[src/sv/gvq_pkg.sv]
`default_nettype none
// ----------------------------------------------------------------------------
// gvq_pkg
// Shared constants, codes and types of the guest virtual interrupt slot queue.
// ----------------------------------------------------------------------------
package gvq_pkg;

   localparam int GUESTS      = 4;
   localparam int SLOTS       = 128;
   localparam int ROW_AW      = (GUESTS > 1) ? $clog2(GUESTS) : 1;
   localparam int SLOT_W      = $clog2(SLOTS);
   localparam int ENTRY_AW    = ROW_AW + SLOT_W;
   localparam int ENTRY_DEPTH = GUESTS * SLOTS;

   localparam int GUEST_ID_W  = 2;
   localparam int IRQ_W       = 10;
   localparam int STATUS_W    = 2;
   localparam int SLOT_OUT_W  = 7;

   localparam logic OP_INJECT = 1'b0;
   localparam logic OP_TAKE   = 1'b1;

   localparam logic [STATUS_W-1:0] STATUS_OK    = 2'd0;
   localparam logic [STATUS_W-1:0] STATUS_FULL  = 2'd1;
   localparam logic [STATUS_W-1:0] STATUS_EMPTY = 2'd2;

   typedef logic [ROW_AW-1:0]   row_addr_type;
   typedef logic [SLOT_W-1:0]   slot_idx_type;
   typedef logic [ENTRY_AW-1:0] entry_addr_type;
   typedef logic [SLOTS-1:0]    row_type;

   // same bit order as the stored word: virtual low, then physical, then flag
   typedef struct packed {
      logic             hw_linked;
      logic [IRQ_W-1:0] physical_irq;
      logic [IRQ_W-1:0] virtual_irq;
   } entry_type;

   typedef struct packed {
      logic         found;
      slot_idx_type index;
      row_type      onehot;
   } find_type;

   typedef struct packed {
      logic         en;
      row_addr_type addr;
      row_type      data;
   } row_wr_type;

   typedef struct packed {
      logic           en;
      entry_addr_type addr;
      entry_type      data;
   } entry_wr_type;

endpackage
`default_nettype wire

[src/sv/gvq_find_first.sv]
`default_nettype none
// ----------------------------------------------------------------------------
// gvq_find_first
// Lowest set bit of a slot row: one-hot mask, binary index and found flag.
// ----------------------------------------------------------------------------
module gvq_find_first (
   input  gvq_pkg::row_type  vec,
   output gvq_pkg::find_type result
);

   gvq_pkg::row_type      lowbit;
   gvq_pkg::slot_idx_type index;

   // isolate lowest set bit with a single wide add
   assign lowbit = vec & ((~vec) + gvq_pkg::row_type'(1));

   always_comb begin
      index = '0;
      for (int b = 0; b < gvq_pkg::SLOT_W; b++) begin
         for (int i = 0; i < gvq_pkg::SLOTS; i++) begin
            if (((i >> b) & 1) == 1) begin
               index[b] = index[b] | lowbit[i];
            end
         end
      end
   end

   assign result.found  = |vec;
   assign result.index  = index;
   assign result.onehot = lowbit;

endmodule
`default_nettype wire

[config.mk]
export PLATFORM = sky130hd
export DESIGN_NAME = gvq_find_first
export DESIGN_NICKNAME = d
export VERILOG_FILES = /design/src/sv/gvq_pkg.sv /design/src/sv/gvq_find_first.sv
export SDC_FILE = /design/constraint.sdc
export NUM_CORES = 1
export LEC_CHECK = 0
export BUFFER_PORTS_ARGS = -buffer_cell sky130_fd_sc_hd__clkbuf_2
export CAP_MARGIN = 10
export CORE_AREA = 2 2 102 104
export DETAILED_ROUTE_END_ITERATION = 8
export DIE_AREA = 0 0 104 106
export PLACE_DENSITY = 0.78
export SYNTH_ARGS = -nofsm -noshare
export SYNTH_HDL_FRONTEND = slang
export SYNTH_SLANG_ARGS = --single-unit
[constraint.sdc]
create_clock -name vclk -period 12.11
set_input_delay 3.633 -clock vclk [all_inputs]
set_output_delay 3.633 -clock vclk [all_outputs]
set_load 0.005 [all_outputs]
==> results of run 1 <==
layout by cell type, fill, tap and decap left out, types with 3 or more instances in the layout:
| cell type | synthesis | layout |
|---|---|---|
| inv_1 | 36 | 36 |
| nor3_1 | 69 | 69 |
| and4b_1 | 5 | 5 |
| nand4_1 | 30 | 30 |
| o21ai_0 | 3 | 3 |
| nand2_1 | 54 | 54 |
| and2_1 | 15 | 15 |
| nor4b_1 | 12 | 12 |
| nand3b_1 | 13 | 13 |
| nand2b_1 | 4 | 4 |
| clkbuf_2 | 0 | 264 |
| o2111ai_1 | 6 | 6 |
| o22ai_1 | 5 | 5 |
| or2_2 | 6 | 6 |
| nor3b_1 | 6 | 6 |
| nand3_1 | 38 | 38 |
| and4_1 | 14 | 14 |
| and3_1 | 22 | 22 |
| a21oi_1 | 11 | 11 |
| nor2_1 | 90 | 90 |
| and3b_1 | 5 | 5 |
| nor2b_1 | 5 | 5 |
| or4_1 | 21 | 21 |
| or3_1 | 17 | 17 |
| o41ai_1 | 3 | 3 |
| buf_4 | 1 | 3 |
| or4b_2 | 3 | 3 |
| nor4_2 | 3 | 3 |
| nor4_1 | 59 | 59 |
| nand4b_1 | 10 | 10 |
cell type report:
| type | instances | area [um^2] |
|---|---|---|
| tap | 136 | 170 |
| inverter | 36 | 135 |
| timing repair buffer | 267 | 1340 |
| multi-input combinational | 564 | 3330 |
| fill | 1132 | 5020 |
routing by layer:
layer	up-vias	track usage [%]
li1	2941	-
met5	-	0
met3	83	7.48
met1	2954	47.3
met4	0	14.7
met2	591	64.2
per-stage QoR:
step           std cells  area [um^2]
2_1_floorplan        614         3550
3_3_place_gp        1003         4980
3_5_place_dp        1003         4980
4_1_cts             1003         4980
5_1_grt             1003         4980
6_report            1003         4980
cells by family (layout without fill, tap and decap cells):
kind of cell,after synthesis,count (layout),synth area share [%]
buffers and inverters,50,303,6.14
AO/OA/AOI/OAI,51,51,10.6
AND/OR/NAND/NOR,513,513,83.3
power breakdown:
part / switching, uW / internal (uW)
registers: 0 / 0
logic: 39.1 / 26.2
clock network: 0 / 0
final timing paths:
check,end,slack (ps),depth (start not counted)
worst max-delay path,result[133],810,10
worst min-delay path,result[0],7560,2
==> out/metrics.yaml, run 1 <==
yosysTopAreaCell: "nor4_1"
hold_slack_ps: 7560
die_area_um2: 11000
yosys_warnings: 0
wl_met1_um: 8380
fin_util_pct: 49.8
grtUsageTotal_pct: 37.9
critPathMaxStageDelay_ps: 1090
crit_type: "in2out"
met3_length_um: 3020
synth_common_cells: "nor2_1, nor3_1, nor4_1, nand2_1, nand3_1"
relSlewSlack_pct: 30.1
seq_area_frac_synth_pct: 0
worstSetupStartpoint: "vec[14]"
met2_length_um: 10300
drive_above_1_share_pct: 33.4
via_per_inst: 6.55
worst_pin_slew_ps: 1040
required_ps: 8480
grt-ovfl-total: 0
hp-class: "in2out"
pre_cts_slack_ps: 1050
io_buffers: 264
synth_cells: 614
seq_area_um2: 0
dpl.hpwl_um: 19600
synth.area.top_cells: "nor4_1, nor3_1, nor2_1"
status: "finished clean"
crit_arrival_ps: 7670
place_congestion: 1.07
period_needed_ps: 11300
cp-start-kind: "input pin"
cts_setup_buffers: 0
num_io_pins: 264
syn_nets: 742
critPathBufInv: 2
synth_cell_types: 62
totalNegativeSetupSlack_ps: 0
clock.fmax_mhz: 88.5
via_count: 6569
setup_slack_ps: 808
n_clock_buffer: 0
p_leak_uw: 0.00244
die_y_um: 106
cp-end-kind: "output port"
grt_max_degree: 21
synth_top_area_share_pct: 10.4
power_uw: 65.3
syn_to_final_growth_pct: 40.3
dr.first_iter.drc_count: 809
coreArea_um2: 10000
synth.most_common_cell: "nor2_1"
grt_setup_unrepaired: "false"
grt_pass1_wl_um: 33300
peakVddDrop_mv: 0.00717
p_per_area_nw_per_um2: 13.1
first_pass_iters: 5
period_share_pct: 93.3
path_cells: "clkbuf_2, nor4_1, and4_1, and4_1, nand3_1, nor4b_1, and3b_1, nand4_1, or4_1, clkbuf_2"
fin_nets: 997
crit_path_max_fanout: 20
avgSynthCellArea_um2: 5.78
cap_violations: 0
highest_layer: "met4"
hold_violations: 0
wl_per_cell_um: 22.7
wl_um: 22700
start_util_pct: 35.5
syn_area_um2: 3550
antenna_cells: 0
cts_resized: 0
antenna_found_initial: 0
cpLargestDelayFamily: "simple AND/OR/NAND/NOR gates"
antenna_left: 0
fp-row-count: 37
slowest_stage: "nor4b_1"
ctsHoldBuffers: 0
maxSlewViolCount: 0
route.detailed.drc: 0
die_w_um: 104
first_global_vias: 5948
hp-start: "vec[0]"
setup_violations: 0
seq_cells: 0
Power figures use the tool's default switching activity.
==> run 2: changes to the inputs <==
CELL_PAD_IN_SITES_DETAIL_PLACEMENT = 0   (was unset)
CELL_PAD_IN_SITES_GLOBAL_PLACEMENT = 2   (was unset)
CORE_AREA = unset   (was 2 2 102 104)
CORE_ASPECT_RATIO = 0.7   (was unset)
CORE_MARGIN = 1.5   (was unset)
CORE_UTILIZATION = 20   (was unset)
DIE_AREA = unset   (was 0 0 104 106)
PLACE_DENSITY = 0.94   (was 0.78)
==> out/metrics.yaml, run 2 (same netlist as run 1, synthesis figures left out) <==
setup_violations: 0  # unchanged
gr-usage-met3_pct: 7.93  # +0.45 points
via_per_inst: 5.91  # -9.8%
antenna_cells: 0  # unchanged
wl_per_cell_um: 24.1  # +6.4%
slowest_stage: "nor4_1"
pre_cts_slack_ps: 1180  # +126 ps
crit_type: "in2out"
fin_nets: 1005  # +0.80%
totalNegativeSetupSlack_ps: 0  # unchanged
grt-ovfl-total: 0  # unchanged
fin_util_pct: 29.9  # -20 points
die_w_um: 162  # +56%
path_cells: "clkbuf_2, nor4_1, and4_1, and4_1, nand3_1, nor4b_1, and3b_1, nand4_1, or4_1, clkbuf_2"
grtUsageTotal_pct: 27.1  # -11 points
first_global_vias: 5897  # -0.86%
setup_slack_ps: 1040  # +232 ps
seq_cells: 0  # unchanged
cts_setup_buffers: 0  # unchanged
die_area_um2: 18600  # +68%
die_y_um: 114  # +8.0%
antenna_found_initial: 1  # +1
antenna_left: 0  # unchanged
maxSlewViolCount: 0  # unchanged
period_share_pct: 91.4  # -1.9 points
cpLargestDelayFamily: "simple AND/OR/NAND/NOR gates"
use_met2_pct: 39.9  # -24 points
cp-start-kind: "input pin"
first_pass_iters: 5  # unchanged
start_util_pct: 20.6  # -15 points
ctsHoldBuffers: 0  # unchanged
period_needed_ps: 11070  # -232 ps
whs_path_depth: 2  # unchanged
p_leak_uw: 0.00248  # +1.8%
via_count: 6537  # -0.49%
peakVddDrop_mv: 0.00809  # +13%
hp-class: "in2out"
use_met1_pct: 39.7  # -7.7 points
dr.first_iter.drc_count: 765  # -5.4%
clock.fmax_mhz: 90.3  # +2.1%
syn_to_final_growth_pct: 45.4
relSlewSlack_pct: 26.5  # -3.6 points
required_ps: 8480  # about the same
grt.busiest_layer: "met2"
cts_resized: 0  # unchanged
critPathBufInv: 2  # unchanged
io_buffers: 264  # unchanged
seq_area_um2: 0  # unchanged
dpl.hpwl_um: 23700  # +21%
grt_max_degree: 21  # unchanged
hold_slack_ps: 7550  # -14.9 ps
mostFrequentLayoutCell: "clkbuf_2"
hold_violations: 0  # unchanged
cp.depth: 10  # unchanged
coreArea_um2: 17300  # +73%
route.detailed.drc: 0  # unchanged
crit_arrival_ps: 7440  # -230 ps
status: "finished clean"
layout_common_cells: "clkbuf_2, nor2_1, nor3_1"
num_io_pins: 264  # unchanged
dpl_cell_area_um2: 5160  # +3.6%
n_clock_buffer: 0  # unchanged
p_per_area_nw_per_um2: 13.5  # +2.6%
final_area_um2: 5160  # +3.6%
cp-end-kind: "output port"
cap_violations: 0  # unchanged
drive_above_1_share_pct: 34.1  # +0.61 points
place_congestion: 1.00  # -6.2%
worst_pin_slew_ps: 1090  # +52.3 ps
crit_path_max_fanout: 20  # unchanged
grt_pass1_wl_um: 38000  # +14%
wl_um: 26700  # +17%
n_fill_cell: 2057  # +82%
grt_setup_unrepaired: "false"
critPathMaxStageDelay_ps: 930  # -160 ps
fp-row-count: 40  # +8.1%
[run 2: changes by cell type in the layout (fill, tap and decap cells not counted)]
cell / delta
buf_4: +8
[run 2: routing by layer]
| layer | share of wire, % | vias up |
|---|---|---|
| li1 | - | 2958 |
| met1 | 46 | 3092 |
| met3 | 13 | 34 |
| met2 | 40 | 451 |
| met5 | 0.049 | - |
| met4 | 1.5 | 2 |
[run 2: final timing paths]
check / from / end / slack (ps)
worst min-delay path: vec[0] / result[0] / 7550
worst max-delay path: vec[14] / result[133] / 1040
[run 2: area by class of cell]
| class | instances | area (um^2) | area share (%) |
|---|---|---|---|
| well taps | 231 | 289 | 5.60 |
| inverters | 36 | 135 | 2.62 |
| repair buffers | 275 | 1400 | 27.2 |
| multi-input cells | 564 | 3330 | 64.6 |
[run 2: power breakdown]
| group | internal [uW] | leakage, uW | switching (uW) |
|---|---|---|---|
| logic | 26.8 | 0.00248 | 42.6 |
| clock network | 0 | 0 | 0 |
| registers | 0 | 0 | 0 |
| total | 26.8 | 0.00248 | 42.6 |
[run 2: metrics by stage]
| stage | total power, uW | cells |
|---|---|---|
| final | 69.4 | 1106 |
| after floorplan | 20.9 | 614 |
| after CTS | 67.6 | 1106 |
| after global placement | 67.4 | 1106 |
| after global routing | 75.0 | 1106 |
| after detailed placement | 67.2 | 1106 |
