**config.mk**
```make
export PLATFORM = sky130hd
export DESIGN_NAME = gvq_valid_ram
export DESIGN_NICKNAME = d
export VERILOG_FILES = /design/src/sv/gvq_pkg.sv /design/src/sv/gvq_valid_ram.sv
export SDC_FILE = /design/constraint.sdc
export NUM_CORES = 1
export LEC_CHECK = 0
export BUFFER_PORTS_ARGS = -buffer_cell sky130_fd_sc_hd__buf_2
export CAP_MARGIN = 10
export CORE_ASPECT_RATIO = 2
export CORE_MARGIN = 8
export CORE_UTILIZATION = 35
export DETAILED_ROUTE_END_ITERATION = 12
export GPL_TIMING_DRIVEN = 0
export PLACE_DENSITY = 0.61
export SLEW_MARGIN = 20
export SYNTH_ARGS = -nofsm -noshare
export SYNTH_HDL_FRONTEND = slang
export SYNTH_SLANG_ARGS = --single-unit
```
**constraint.sdc**
```tcl
create_clock -name clock -period 10.8 [get_ports clock]
set_input_delay 0.54 -clock clock [delete_from_list [all_inputs] [get_ports clock]]
set_output_delay 0.54 -clock clock [all_outputs]
set_load 0.02 [all_outputs]
```
**src/sv/gvq_pkg.sv**
```systemverilog
`default_nettype none
// ----------------------------------------------------------------------------
// gvq_pkg
// Shared constants, codes and types of the guest virtual interrupt slot queue.
// ----------------------------------------------------------------------------
package gvq_pkg;

   localparam int GUESTS      = 4;
   localparam int SLOTS       = 128;
   localparam int ROW_AW      = (GUESTS > 1) ? $clog2(GUESTS) : 1;
   localparam int SLOT_W      = $clog2(SLOTS);
   localparam int ENTRY_AW    = ROW_AW + SLOT_W;
   localparam int ENTRY_DEPTH = GUESTS * SLOTS;

   localparam int GUEST_ID_W  = 2;
   localparam int IRQ_W       = 10;
   localparam int STATUS_W    = 2;
   localparam int SLOT_OUT_W  = 7;

   localparam logic OP_INJECT = 1'b0;
   localparam logic OP_TAKE   = 1'b1;

   localparam logic [STATUS_W-1:0] STATUS_OK    = 2'd0;
   localparam logic [STATUS_W-1:0] STATUS_FULL  = 2'd1;
   localparam logic [STATUS_W-1:0] STATUS_EMPTY = 2'd2;

   typedef logic [ROW_AW-1:0]   row_addr_type;
   typedef logic [SLOT_W-1:0]   slot_idx_type;
   typedef logic [ENTRY_AW-1:0] entry_addr_type;
   typedef logic [SLOTS-1:0]    row_type;

   // same bit order as the stored word: virtual low, then physical, then flag
   typedef struct packed {
      logic             hw_linked;
      logic [IRQ_W-1:0] physical_irq;
      logic [IRQ_W-1:0] virtual_irq;
   } entry_type;

   typedef struct packed {
      logic         found;
      slot_idx_type index;
      row_type      onehot;
   } find_type;

   typedef struct packed {
      logic         en;
      row_addr_type addr;
      row_type      data;
   } row_wr_type;

   typedef struct packed {
      logic           en;
      entry_addr_type addr;
      entry_type      data;
   } entry_wr_type;

endpackage
`default_nettype wire

```
**src/sv/gvq_valid_ram.sv**
```systemverilog
`default_nettype none
// ----------------------------------------------------------------------------
// gvq_valid_ram
// Slot valid bits, one row per guest, in a synchronous memory with registered read.
// Rows never written since reset read as all clear.
// ----------------------------------------------------------------------------
module gvq_valid_ram (
   input  logic                  clock,
   input  logic                  reset,
   input  logic                  rd_en,
   input  gvq_pkg::row_addr_type rd_addr,
   input  gvq_pkg::row_wr_type   row_wr,
   output gvq_pkg::row_type      rd_row
);

   gvq_pkg::row_type             rows [0:gvq_pkg::GUESTS-1];
   logic [gvq_pkg::GUESTS-1:0]   row_live_ff;
   gvq_pkg::row_type             rd_data_ff;
   logic                         rd_live_ff;

   always_ff @(posedge clock) begin
      if (row_wr.en) begin
         rows[row_wr.addr] <= row_wr.data;
      end
      if (rd_en) begin
         rd_data_ff <= rows[rd_addr];
      end
   end

   always_ff @(posedge clock) begin
      if (reset) begin
         row_live_ff <= '0;
         rd_live_ff  <= 1'b0;
      end else begin
         if (row_wr.en) begin
            row_live_ff[row_wr.addr] <= 1'b1;
         end
         if (rd_en) begin
            rd_live_ff <= row_live_ff[rd_addr];
         end
      end
   end

   assign rd_row = rd_live_ff ? rd_data_ff : '0;

endmodule
`default_nettype wire

```
==> results of run 1 <==
[power groups by stage]
stage	Clock, mW	Sequential (mW)	Combinational [mW]
2_1_floorplan	0	2.99	0.145
4_1_cts	2.03	2.94	0.269
3_3_place_gp	0	3.01	0.244
6_report	1.97	2.94	0.261
3_5_place_dp	0	2.99	0.268
5_1_grt	2.11	2.95	0.285
[layer usage]
layer / track usage, % / wire [µm] / share of wire, % / vias up
met5: 0 / 165 / 0.33 / -
met4: 3.10 / 975 / 2.0 / 26
met2: 19.2 / 21600 / 44 / 407
met1: 17.0 / 20700 / 42 / 5525
li1: - / - / - / 4682
met3: 6.15 / 6150 / 12 / 86
[path summary, 6_finish.rpt]
path | start | endpoint | depth (start not counted)
setup / recovery | rd_live_ff$_SDFFE_PP0P_ | rd_row[62] | 4
setup reg to reg | rows[2][107]$_DFFE_PP_ | rd_data_ff[107]$_DFFE_PP_ | 1
hold reg to reg | row_live_ff[1]$_SDFFE_PP0P_ | row_live_ff[1]$_SDFFE_PP0P_ | 2
hold / removal | row_wr[93] | rows[0][93]$_DFFE_PP_ | 1
[cell type report]
type	count	area, µm²	area share [%]
Clock inverter	31	325	1.16
Clock buffer	68	1470	5.23
Antenna cell	18	45.0	0.161
Tap cell	884	1110	3.94
Timing Repair Buffer	289	1700	6.05
Buffer	43	269	0.959
Inverter	2	15.0	0.0535
Sequential cell	645	19300	68.8
Multi-Input combinational cell	271	3820	13.6
[cell families after synthesis]
| kind of cell | after synthesis |
|---|---|
| buffers and inverters | 45 |
| AND/OR/NAND/NOR | 136 |
| flip-flops | 645 |
| AO/OA/AOI/OAI | 5 |
| multiplexers | 130 |
[per-stage QoR]
stage	power (mW)	setup slack, ps
floorplan	3.13	102
global placement	3.25	-8130
detailed placement	3.26	8180
CTS	5.24	7540
global route	5.34	7480
finish	5.17	7640
[flip-flops by register name (all words and copies together), names as in the netlist]
register and flops:
rd_data_ff 128, rd_live_ff 1, rows 512, row_live_ff 4
[synth_stat cells, types with 2 or more instances]
master,n
or3b_2,2
mux2i_1,2
clkbuf_1,15
edfxtp_1,640
buf_4,2
buf_6,11
inv_1,2
mux4_2,128
buf_2,14
nand3b_1,2
o21ba_2,2
dfxtp_1,5
and2_1,128
==> metrics.md, run 1 <==
| Metric | Value |
|---|---|
| Layout cells sized above 1 | `39.0%` |
| Leading area contributor after synthesis | `edfxtp_1` |
| Final hold vios | `0` |
| Placed Cells | `2134` |
| Proportion of synthesized area in mux cells | `12.4%` |
| Logic pwr share | `5.1%` |
| Mean Syn Cell Area | `24.3 µm²` |
| Core area | `66400 µm²` |
| Area growth from synthesis to layout | `19.9%` |
| Top FF cell, synth | `edfxtp_1` |
| CP cell instances | `clkbuf_1 -> clkbuf_1 -> and2_1 -> buf_2` |
| Initial antenna violation count | `27` |
| CP max-delay cell | `clkbuf_1` |
| Slew Limit Fails | `0` |
| DRC violations left | `0` |
| Crit Path Category | `reg -> out` |
| Flop2flop setup slack | `9600 ps` |
| P_sw | `1.02 mW` |
| Worst-path maximum fanout | `10` |
| Clk Latency, worst-skew pair | `580 ps` |
| Total track usage | `12.9%` |
| CTS tree | `built` |
| CTS root buffer | `clkbuf_16` |
| Worst slew margin relative to its limit | `29.9%` |
| Async set-reset flop share out of synthesis | `0%` |
| CP delay by family, top | `buffers and inverters` |
| Most frequent cells in the layout | `640 x edfxtp_1, 275 x buf_2, 128 x mux4_2, 128 x and2_1, 57 x clkbuf_16` |
| Slew at the pin closest to its max-slew limit | `1050 ps` |
| Compound-gate portion of the synthesized area | `0.171%` |
| Main combinational cell family by area after synthesis | `multiplexers` |
| Die Height | `382 µm` |
| Finished Cell Area | `28100 µm²` |
| CTS Sinks | `645` |
| Peak supply drop | `0.000155 V` |
| Internal | `4.15 mW` |
| Post-route core utilization | `42.3%` |
| H-tree Lvls | `2` |
| Pwr Density | `184 nW/µm²` |
| Hpwl dp | `33200 µm` |
| Synth top area cells | `edfxtp_1 82%, mux4_2 12%, and2_1 3.4%` |
| RSZ-0062 raised after global routing | `no` |
| Clock slew at reported path FFs | `70 ps` |
| Clock power share | `38.1%` |
| Sw Ratio | `19.7%` |
| First-pass GRT wire length | `73600 µm` |
| Yosys cell types | `21` |
| Ports | `264` |
| Total number of yosys warnings | `0` |
| Final nets | `1444` |
| DIE AREA | `75900 µm²` |
| Worst path bufs/invs | `3` |
| Worst hold path type | `in -> reg` |
| Number of hold buffers added after cts | `0` |
| Clock Tree Buf Depth | `3` |
| Yosys reg bits | `645` |
| Initial Util | `35.2%` |
| Leak pwr | `9.70 nW` |
| CP Launch Type | `register` |
| Post-Route WL | `49600 µm` |
| Cell mode on critical path | `clkbuf_1` |
| PostCTS Resize Cnt | `0` |
| DR iter-0 viols | `605` |
| Cts bufs inserted | `56` |
| Row cnt | `134` |
| Final setup TNS | `0 ps` |
| Vias in the first global route | `11600` |
| Post-route insts no fill | `2251` |
| Adder-cell share of the synthesized area | `0%` |
| GPL Wtd Cong | `0.760` |
| Commonest non-fill, non-tap cell in the layout | `edfxtp_1` |
| Synth Instances | `961` |
| Power share of the sequential group | `56.8%` |
| EDFF count, synth | `640` |
| IO Port Bufs | `262` |
| Fmax | `0.317 GHz` |
| Final Skew | `23.6 ps` |
| Setup Buffers After CTS | `0` |
| Synth top area share | `82.1%` |
| WL per Instance | `22.0 µm` |
| Vias per std cell | `4.76` |
| Worst EP arrival | `2620 ps` |
| Fill cells | `5809` |
| Final min period | `3160 ps` |
| DRT antenna net count | `0` |
| Largest net degree at the start of global routing | `78` |
| Final period util | `29.2%` |
| Net count after synthesis | `1097` |
| Status | `completed` |
| Critical path capture point type | `output port` |
| # setup viols final | `0` |
| Mapped Area | `23400 µm²` |
| Drt first pass iters | `4` |
| Critical path data required time | `10260 ps` |
| Max incr delay on CP | `790 ps` |
| Max cap viols | `0` |
| Die Wd | `199 µm` |
| Fin Hold WS | `169 ps` |
| XOR/XNOR share of the synthesized area | `0%` |
| DP Area | `26200 µm²` |
| Via count | `10700` |
| Post-Synth Simple-Gate Area | `3.67%` |
| GRT overflow | `0` |
| Register area share after synthesis | `82.6%` |
No activity file was read; power rests on OpenSTA's default activity.
==> inputs of run 2 (changes only) <==
Clock period 10.8 ns to 2.8 ns, I/O delays scaled along.
==> run 2 against run 1 <==
  * Power grew to 3.9 times the previous value
  * Via count rose by 4.6%
  * Clock skew down 5.8 ps
==> metrics.md, run 2 (synthesis results as in run 1) <==
| Metric | Value |
|---|---|
| Status | `completed (unchanged)` |
| Crit Path Category | `reg -> out (unchanged)` |
| DRC violations left | `0 (unchanged)` |
| DP Worst Slack | `293 ps (was 8180 ps)` |
| Via count | `11200 (was 10700)` |
| Crit path launch | `rd_live_ff$_SDFFE_PP0P_ (unchanged)` |
| H-tree Lvls | `2 (unchanged)` |
| Final worst slack | `393 ps (was 7640 ps)` |
| Worst r2r path cells | `2 (was 1)` |
| Biggest register | `rows (unchanged)` |
| Die Wd | `199 µm (unchanged)` |
| Largest regs | `rows x512, rd_data_ff x128, row_live_ff x4 (unchanged)` |
| Cts bufs inserted | `56 (unchanged)` |
| Critical path data required time | `2660 ps (was 10260 ps)` |
| Vias per std cell | `4.71 (was 4.76)` |
| WL per Instance | `21.4 µm (was 22.0 µm)` |
| GRT overflow | `0 (unchanged)` |
| Slew Limit Fails | `0 (unchanged)` |
| R2r startpoint | `row_live_ff[0]$_SDFFE_PP0P_ (was rows[2][107]$_DFFE_PP_)` |
| Critical path capture point type | `output port (unchanged)` |
| Pwr Total | `20.2 mW (was 5.17 mW)` |
| Clock Tree Buf Depth | `3 (unchanged)` |
| Commonest non-fill, non-tap cell in the layout | `edfxtp_1 (unchanged)` |
| Initial Util | `35.2% (unchanged)` |
| Slew at the pin closest to its max-slew limit | `917 ps (was 1050 ps)` |
| Final Skew | `17.8 ps (was 23.6 ps)` |
| Peak supply drop | `0.000611 V (was 0.000155 V)` |
| Clock slew at reported path FFs | `70 ps (about the same)` |
| Final period util | `86.0%` |
| Worst slew margin relative to its limit | `38.9% (was 29.9%)` |
| Fill cells | `5729 (was 5809)` |
| RSZ-0062 raised after global routing | `no (unchanged)` |
| Layout cells sized above 1 | `35.9% (was 39.0%)` |
| CTS Sinks | `645 (unchanged)` |
| # setup viols final | `0 (unchanged)` |
| Fmax | `0.415 GHz` |
| Most frequent cells in the layout | `640 x edfxtp_1, 275 x buf_2, 137 x dlygate4sd3_1 (was 640 x edfxtp_1, 275 x buf_2, 128 x mux4_2, 128 x and2_1, 57 x clkbuf_16)` |
| DR iter-0 viols | `536 (was 605)` |
| Final min period | `2410 ps` |
| GPL Wtd Cong | `0.723 (was 0.760)` |
| Final hold vios | `0 (unchanged)` |
| Vias in the first global route | `12400 (was 11600)` |
| IO Port Bufs | `262 (unchanged)` |
| First-pass GRT wire length | `76900 µm (was 73600 µm)` |
| Largest net degree at the start of global routing | `78 (unchanged)` |
| Hpwl dp | `34600 µm (was 33200 µm)` |
| Max cap viols | `0 (unchanged)` |
| Worst hold path type | `in -> reg (unchanged)` |
| CP Launch Type | `register (unchanged)` |
| Min-Delay Startpoint | `row_wr[128] (was row_wr[93])` |
| Initial antenna violation count | `14 (was 27)` |
| Die Height | `382 µm (unchanged)` |
| Pwr Density | `686 nW/µm² (was 184 nW/µm²)` |
| DIE AREA | `75900 µm² (unchanged)` |
| CTS tree | `built (unchanged)` |
| Post-Route WL | `51000 µm (was 49600 µm)` |
| Total track usage | `13.3% (was 12.9%)` |
| Ports | `264 (unchanged)` |
| Worst-path maximum fanout | `10 (unchanged)` |
| Sequential Area | `19300 µm² (unchanged)` |
| Final nets | `1578 (was 1444)` |
| DRT antenna net count | `0 (unchanged)` |
| Row cnt | `134 (unchanged)` |
| Hold Path Stages | `3 (was 1)` |
| Drt first pass iters | `4 (unchanged)` |
| Area growth from synthesis to layout | `26.1% (was 19.9%)` |
| Leak pwr | `10.3 nW (was 9.70 nW)` |
| Clk Latency, worst-skew pair | `590 ps (was 580 ps)` |
| Max FFs per register | `512 (unchanged)` |
| Core area | `66400 µm² (unchanged)` |
| Multi-input gate area | `3820 µm² (about the same)` |
| Worst EP arrival | `2270 ps (was 2620 ps)` |
| CTS root buffer | `clkbuf_16 (unchanged)` |
-- run 2: cell count changes in the layout (fill, tap and decap cells not counted), moves of 2 or more --
| cell | previous run | this run |
|---|---|---|
| buf_4 | 14 | 2 |
| buf_12 | 4 | 9 |
| clkinv_2 | 6 | 13 |
| clkinv_1 | 14 | 9 |
| inv_6 | 1 | 3 |
| clkinvlp_4 | 2 | 5 |
| diode_2 | 18 | 10 |
| buf_8 | 1 | 7 |
| dlygate4sd3_1 | 0 | 137 |
| clkbuf_1 | 26 | 23 |
-- run 2: worst max-delay path: stages (launching register included) --
cell and delay (ps):
dfxtp_1 350, clkbuf_1 390, clkbuf_1 500, and2_1 260, buf_2 190
-- run 2: report_power, final --
part	internal, mW	switching, mW
sequential	11.2	0.121
combinational	0.587	0.599
clock	4.37	3.35
-- run 2: path summary, 6_finish.rpt --
check,endpoint,slack (ps)
worst min register to register,row_live_ff[2]$_SDFFE_PP0P_,540
worst min-delay path,rows[0][4]$_DFFE_PP_,130
worst max register to register,row_live_ff[0]$_SDFFE_PP0P_,1610
worst max-delay path,rd_row[107],390
-- run 2: what timing repair did --
| action | in CTS | in global routing |
|---|---|---|
| buffers inserted | 0 | 0 |
| gates resized for setup | 1 | 0 |
| hold endpoints to repair | 539 | 0 |
| setup endpoints to repair | 30 | 0 |
| hold buffers | 137 | 0 |
-- run 2: layout make-up --
cell class	count	area share [%]
sequential	645	65.5
tap	884	3.75
antenna	10	0.0848
clock inverter	36	1.24
inverter	2	0.0382
timing repair buffer	423	10.6
buffer	43	0.916
multi-input combinational	271	13.0
clock buffer	66	4.95
-- run 2: through the flow --
step                setup TNS [ps]  cell area [µm²]  hold slack (ps)  utilization, %  std cells
finish                           0            29500              126            44.4       2380
global route                     0            29500              121            44.4       2374
CTS                              0            29500             86.0            44.4       2370
detailed placement               0            26300              358            39.6       2131
global placement           -996440            25800              348            38.9       2107
floorplan                  -136610            23400              209               -        961
-- run 2: layer usage --
layer | wire length [µm] | GRT usage, % | share of wire [%]
met4 | 839 | 2.92 | 1.6
met3 | 4590 | 4.11 | 9.0
met2 | 23600 | 21.2 | 46
met1 | 21900 | 17.7 | 43
met5 | 61 | 0 | 0.12
==> inputs of run 3 (changes only) <==
Settings changed: CORE_ASPECT_RATIO 2 to 1.5, CORE_UTILIZATION 35 to 50, PLACE_DENSITY 0.61 to 0.8.
==> run 3 against run 2 <==
  * Worst hold slack worse by 100 ps
  * Clock power shrank 9.7%
  * Via count down 1.5%
  * Combinational power barely moved
  * Count of clock-buffer cells in the layout increased by 3
  * Flip-flop and latch count did not move
  * Die area fell by 29%
  * Non-clock buffer count shrank 3
  * Critical path depth stayed put
  * Largest cell class unchanged
  * Largest power group unchanged
==> metrics.md, run 3 (synthesis results as in run 1) <==
| Metric | Value |
|---|---|
| Final Skew | `9.33 ps (was 17.8 ps)` |
| Fmax | `0.398 GHz (was 0.415 GHz)` |
| Setup Buffers After CTS | `0 (unchanged)` |
| Largest net degree at the start of global routing | `75 (was 78)` |
| Status | `completed (unchanged)` |
| DR iter-0 viols | `569 (was 536)` |
| Worst EP arrival | `2370 ps (was 2270 ps)` |
| Total track usage | `18.1% (was 13.3%)` |
| Layout cells sized above 1 | `35.0% (was 35.9%)` |
| GR met1 Demand/Resource | `21.0% (was 17.7%)` |
| Most frequent cells in the layout | `640 x edfxtp_1, 275 x buf_2, 135 x dlygate4sd3_1 (was 640 x edfxtp_1, 275 x buf_2, 137 x dlygate4sd3_1)` |
| # setup viols final | `0 (unchanged)` |
| CTS tree | `built (unchanged)` |
| Initial antenna violation count | `9 (was 14)` |
| Ports | `264 (unchanged)` |
| Die Wd | `193 µm (was 199 µm)` |
| Final worst slack | `290 ps (was 393 ps)` |
| Crit path launch | `rd_live_ff$_SDFFE_PP0P_ (unchanged)` |
| Row cnt | `97 (was 134)` |
| Finished Cell Area | `28900 µm² (was 29500 µm²)` |
| Worst path bufs/invs | `3 (unchanged)` |
| DRC violations left | `0 (unchanged)` |
| Drt first pass iters | `4 (unchanged)` |
| Slew at the pin closest to its max-slew limit | `948 ps (was 917 ps)` |
| Final period util | `89.6% (was 86.0%)` |
| Worst-path maximum fanout | `10 (unchanged)` |
| Worst slew margin relative to its limit | `36.8% (was 38.9%)` |
| CTS root buffer | `clkbuf_16 (unchanged)` |
| Vias per std cell | `5.31 (was 4.71)` |
| Slew Limit Fails | `0 (unchanged)` |
| Max cap viols | `0 (unchanged)` |
| Critical path data required time | `2660 ps (about the same)` |
| R2r startpoint | `row_live_ff[3]$_SDFFE_PP0P_ (was row_live_ff[0]$_SDFFE_PP0P_)` |
| First-pass GRT wire length | `73900 µm (was 76900 µm)` |
| CP cell instances | `clkbuf_2 -> clkbuf_1 -> and2_1 -> buf_2 (was clkbuf_1 -> clkbuf_1 -> and2_1 -> buf_2)` |
| Hold Path End | `rd_data_ff[70]$_DFFE_PP_ (was rows[0][4]$_DFFE_PP_)` |
| Final min period | `2510 ps (was 2410 ps)` |
| Final hold vios | `0 (unchanged)` |
| Crit Path Category | `reg -> out (unchanged)` |
| Cts bufs inserted | `55 (was 56)` |
| Worst hold path type | `in -> reg (unchanged)` |
| Commonest non-fill, non-tap cell in the layout | `edfxtp_1 (unchanged)` |
| Flop2flop setup slack | `1530 ps (was 1610 ps)` |
| Max FFs per register | `512 (unchanged)` |
| Max incr delay on CP | `500 ps (about the same)` |
| GRT busiest layer | `met2 (unchanged)` |
| Largest regs | `rows x512, rd_data_ff x128, row_live_ff x4 (unchanged)` |
| Via count | `11100 (was 11200)` |
| Pwr Density | `674 nW/µm² (was 686 nW/µm²)` |
| Clk Latency, worst-skew pair | `570 ps (was 590 ps)` |
| Biggest register | `rows (unchanged)` |
| H-tree Lvls | `2 (unchanged)` |
| CP Launch Type | `register (unchanged)` |
| Initial Util | `50.3% (was 35.2%)` |
| PostCTS Resize Cnt | `0 (was 1)` |
| DRT antenna net count | `0 (unchanged)` |
| Area growth from synthesis to layout | `23.6% (was 26.1%)` |
| Post-Route WL | `48800 µm (was 51000 µm)` |
| WL per Instance | `23.4 µm (was 21.4 µm)` |
| CP delay by family, top | `buffers and inverters (unchanged)` |
| Core area | `46500 µm² (was 66400 µm²)` |
| Hold Path Stages | `1 (was 3)` |
| Worst r2r path cells | `3 (was 2)` |
| CTS Sinks | `645 (unchanged)` |
| Leak pwr | `10.2 nW (was 10.3 nW)` |
| Min-Delay Startpoint | `rd_en (was row_wr[128])` |
| GR Util met2 | `33.0% (was 21.2%)` |
| DIE AREA | `54100 µm² (was 75900 µm²)` |
| DP Area | `25900 µm² (was 26300 µm²)` |
| Fin Hold WS | `24.9 ps (was 126 ps)` |
| RSZ-0062 raised after global routing | `no (unchanged)` |
| Vias in the first global route | `12300 (was 12400)` |
| Clock slew at reported path FFs | `60 ps (was 70 ps)` |
| GRT overflow | `0 (unchanged)` |
| Die Height | `281 µm (was 382 µm)` |
| GPL Wtd Cong | `0.718 (was 0.723)` |
| Peak supply drop | `0.000501 V (was 0.000611 V)` |
| Clock Tree Buf Depth | `3 (unchanged)` |
| CP max-delay cell | `clkbuf_2 (was clkbuf_1)` |
| DP Worst Slack | `608 ps (was 293 ps)` |
| Final nets | `1574 (was 1578)` |
| Met3 Use GR | `3.22% (was 4.11%)` |
| Hpwl dp | `31000 µm (was 34600 µm)` |
| IO Port Bufs | `262 (unchanged)` |
| R2r endpoint | `row_live_ff[3]$_SDFFE_PP0P_ (was row_live_ff[0]$_SDFFE_PP0P_)` |
| Critical path capture point type | `output port (unchanged)` |
| Number of hold buffers added after cts | `135 (was 137)` |
[run 3: per-layer routing]
layer	routed length, µm	up-vias
li1	-	4929
met1	18100	5723
met2	26800	322
met3	2640	77
met4	1320	0
met5	0	-
[run 3: cell type report]
| type | count | area, µm² |
|---|---|---|
| timing repair buffer | 420 | 3110 |
| multi-input combinational | 271 | 3820 |
| buffer | 43 | 270 |
| sequential | 645 | 19300 |
| clock buffer | 69 | 1430 |
| clock inverter | 27 | 185 |
| fill | 3048 | 17600 |
| tap | 594 | 743 |
| inverter | 2 | 11.3 |
| antenna | 9 | 22.5 |
[run 3: how the worst max path moves through the flow]
stage | endpoint | slack, ps | cells past startpoint
2_1_floorplan | rows[0][0]$_DFFE_PP_ | -1060 | 1
3_3_place_gp | rows[0][55]$_DFFE_PP_ | -3900 | 2
3_5_place_dp | rows[0][55]$_DFFE_PP_ | 610 | 6
4_1_cts | rd_row[21] | 150 | 4
5_1_grt | rd_row[21] | 150 | 4
6_report | rd_row[22] | 290 | 4
[run 3: where the power goes]
part	total [mW]	internal [mW]	leakage, nW	switching, mW
Combinational	1.17	0.585	3.40	0.587
Clock	6.97	3.78	0.786	3.19
Sequential	11.3	11.2	6.00	0.133
Total	19.5	15.6	10.2	3.91
[run 3: worst register-to-register path: stages, from the launching register on]
cell and delay (ps):
dfxtp_1 350, a31oi_1 190, dlygate4sd3_1 580, nor2_1 40
[run 3: per-stage QoR]
stage / cells / utilization [%] / setup TNS (ps) / power, mW
floorplan: 961 / - / -136610 / 12.1
global placement: 1817 / 54.8 / -987570 / 12.5
detailed placement: 1840 / 55.8 / 0 / 12.6
CTS: 2071 / 62.1 / 0 / 19.7
global route: 2079 / 62.2 / 0 / 20.1
finish: 2080 / 62.2 / 0 / 19.5
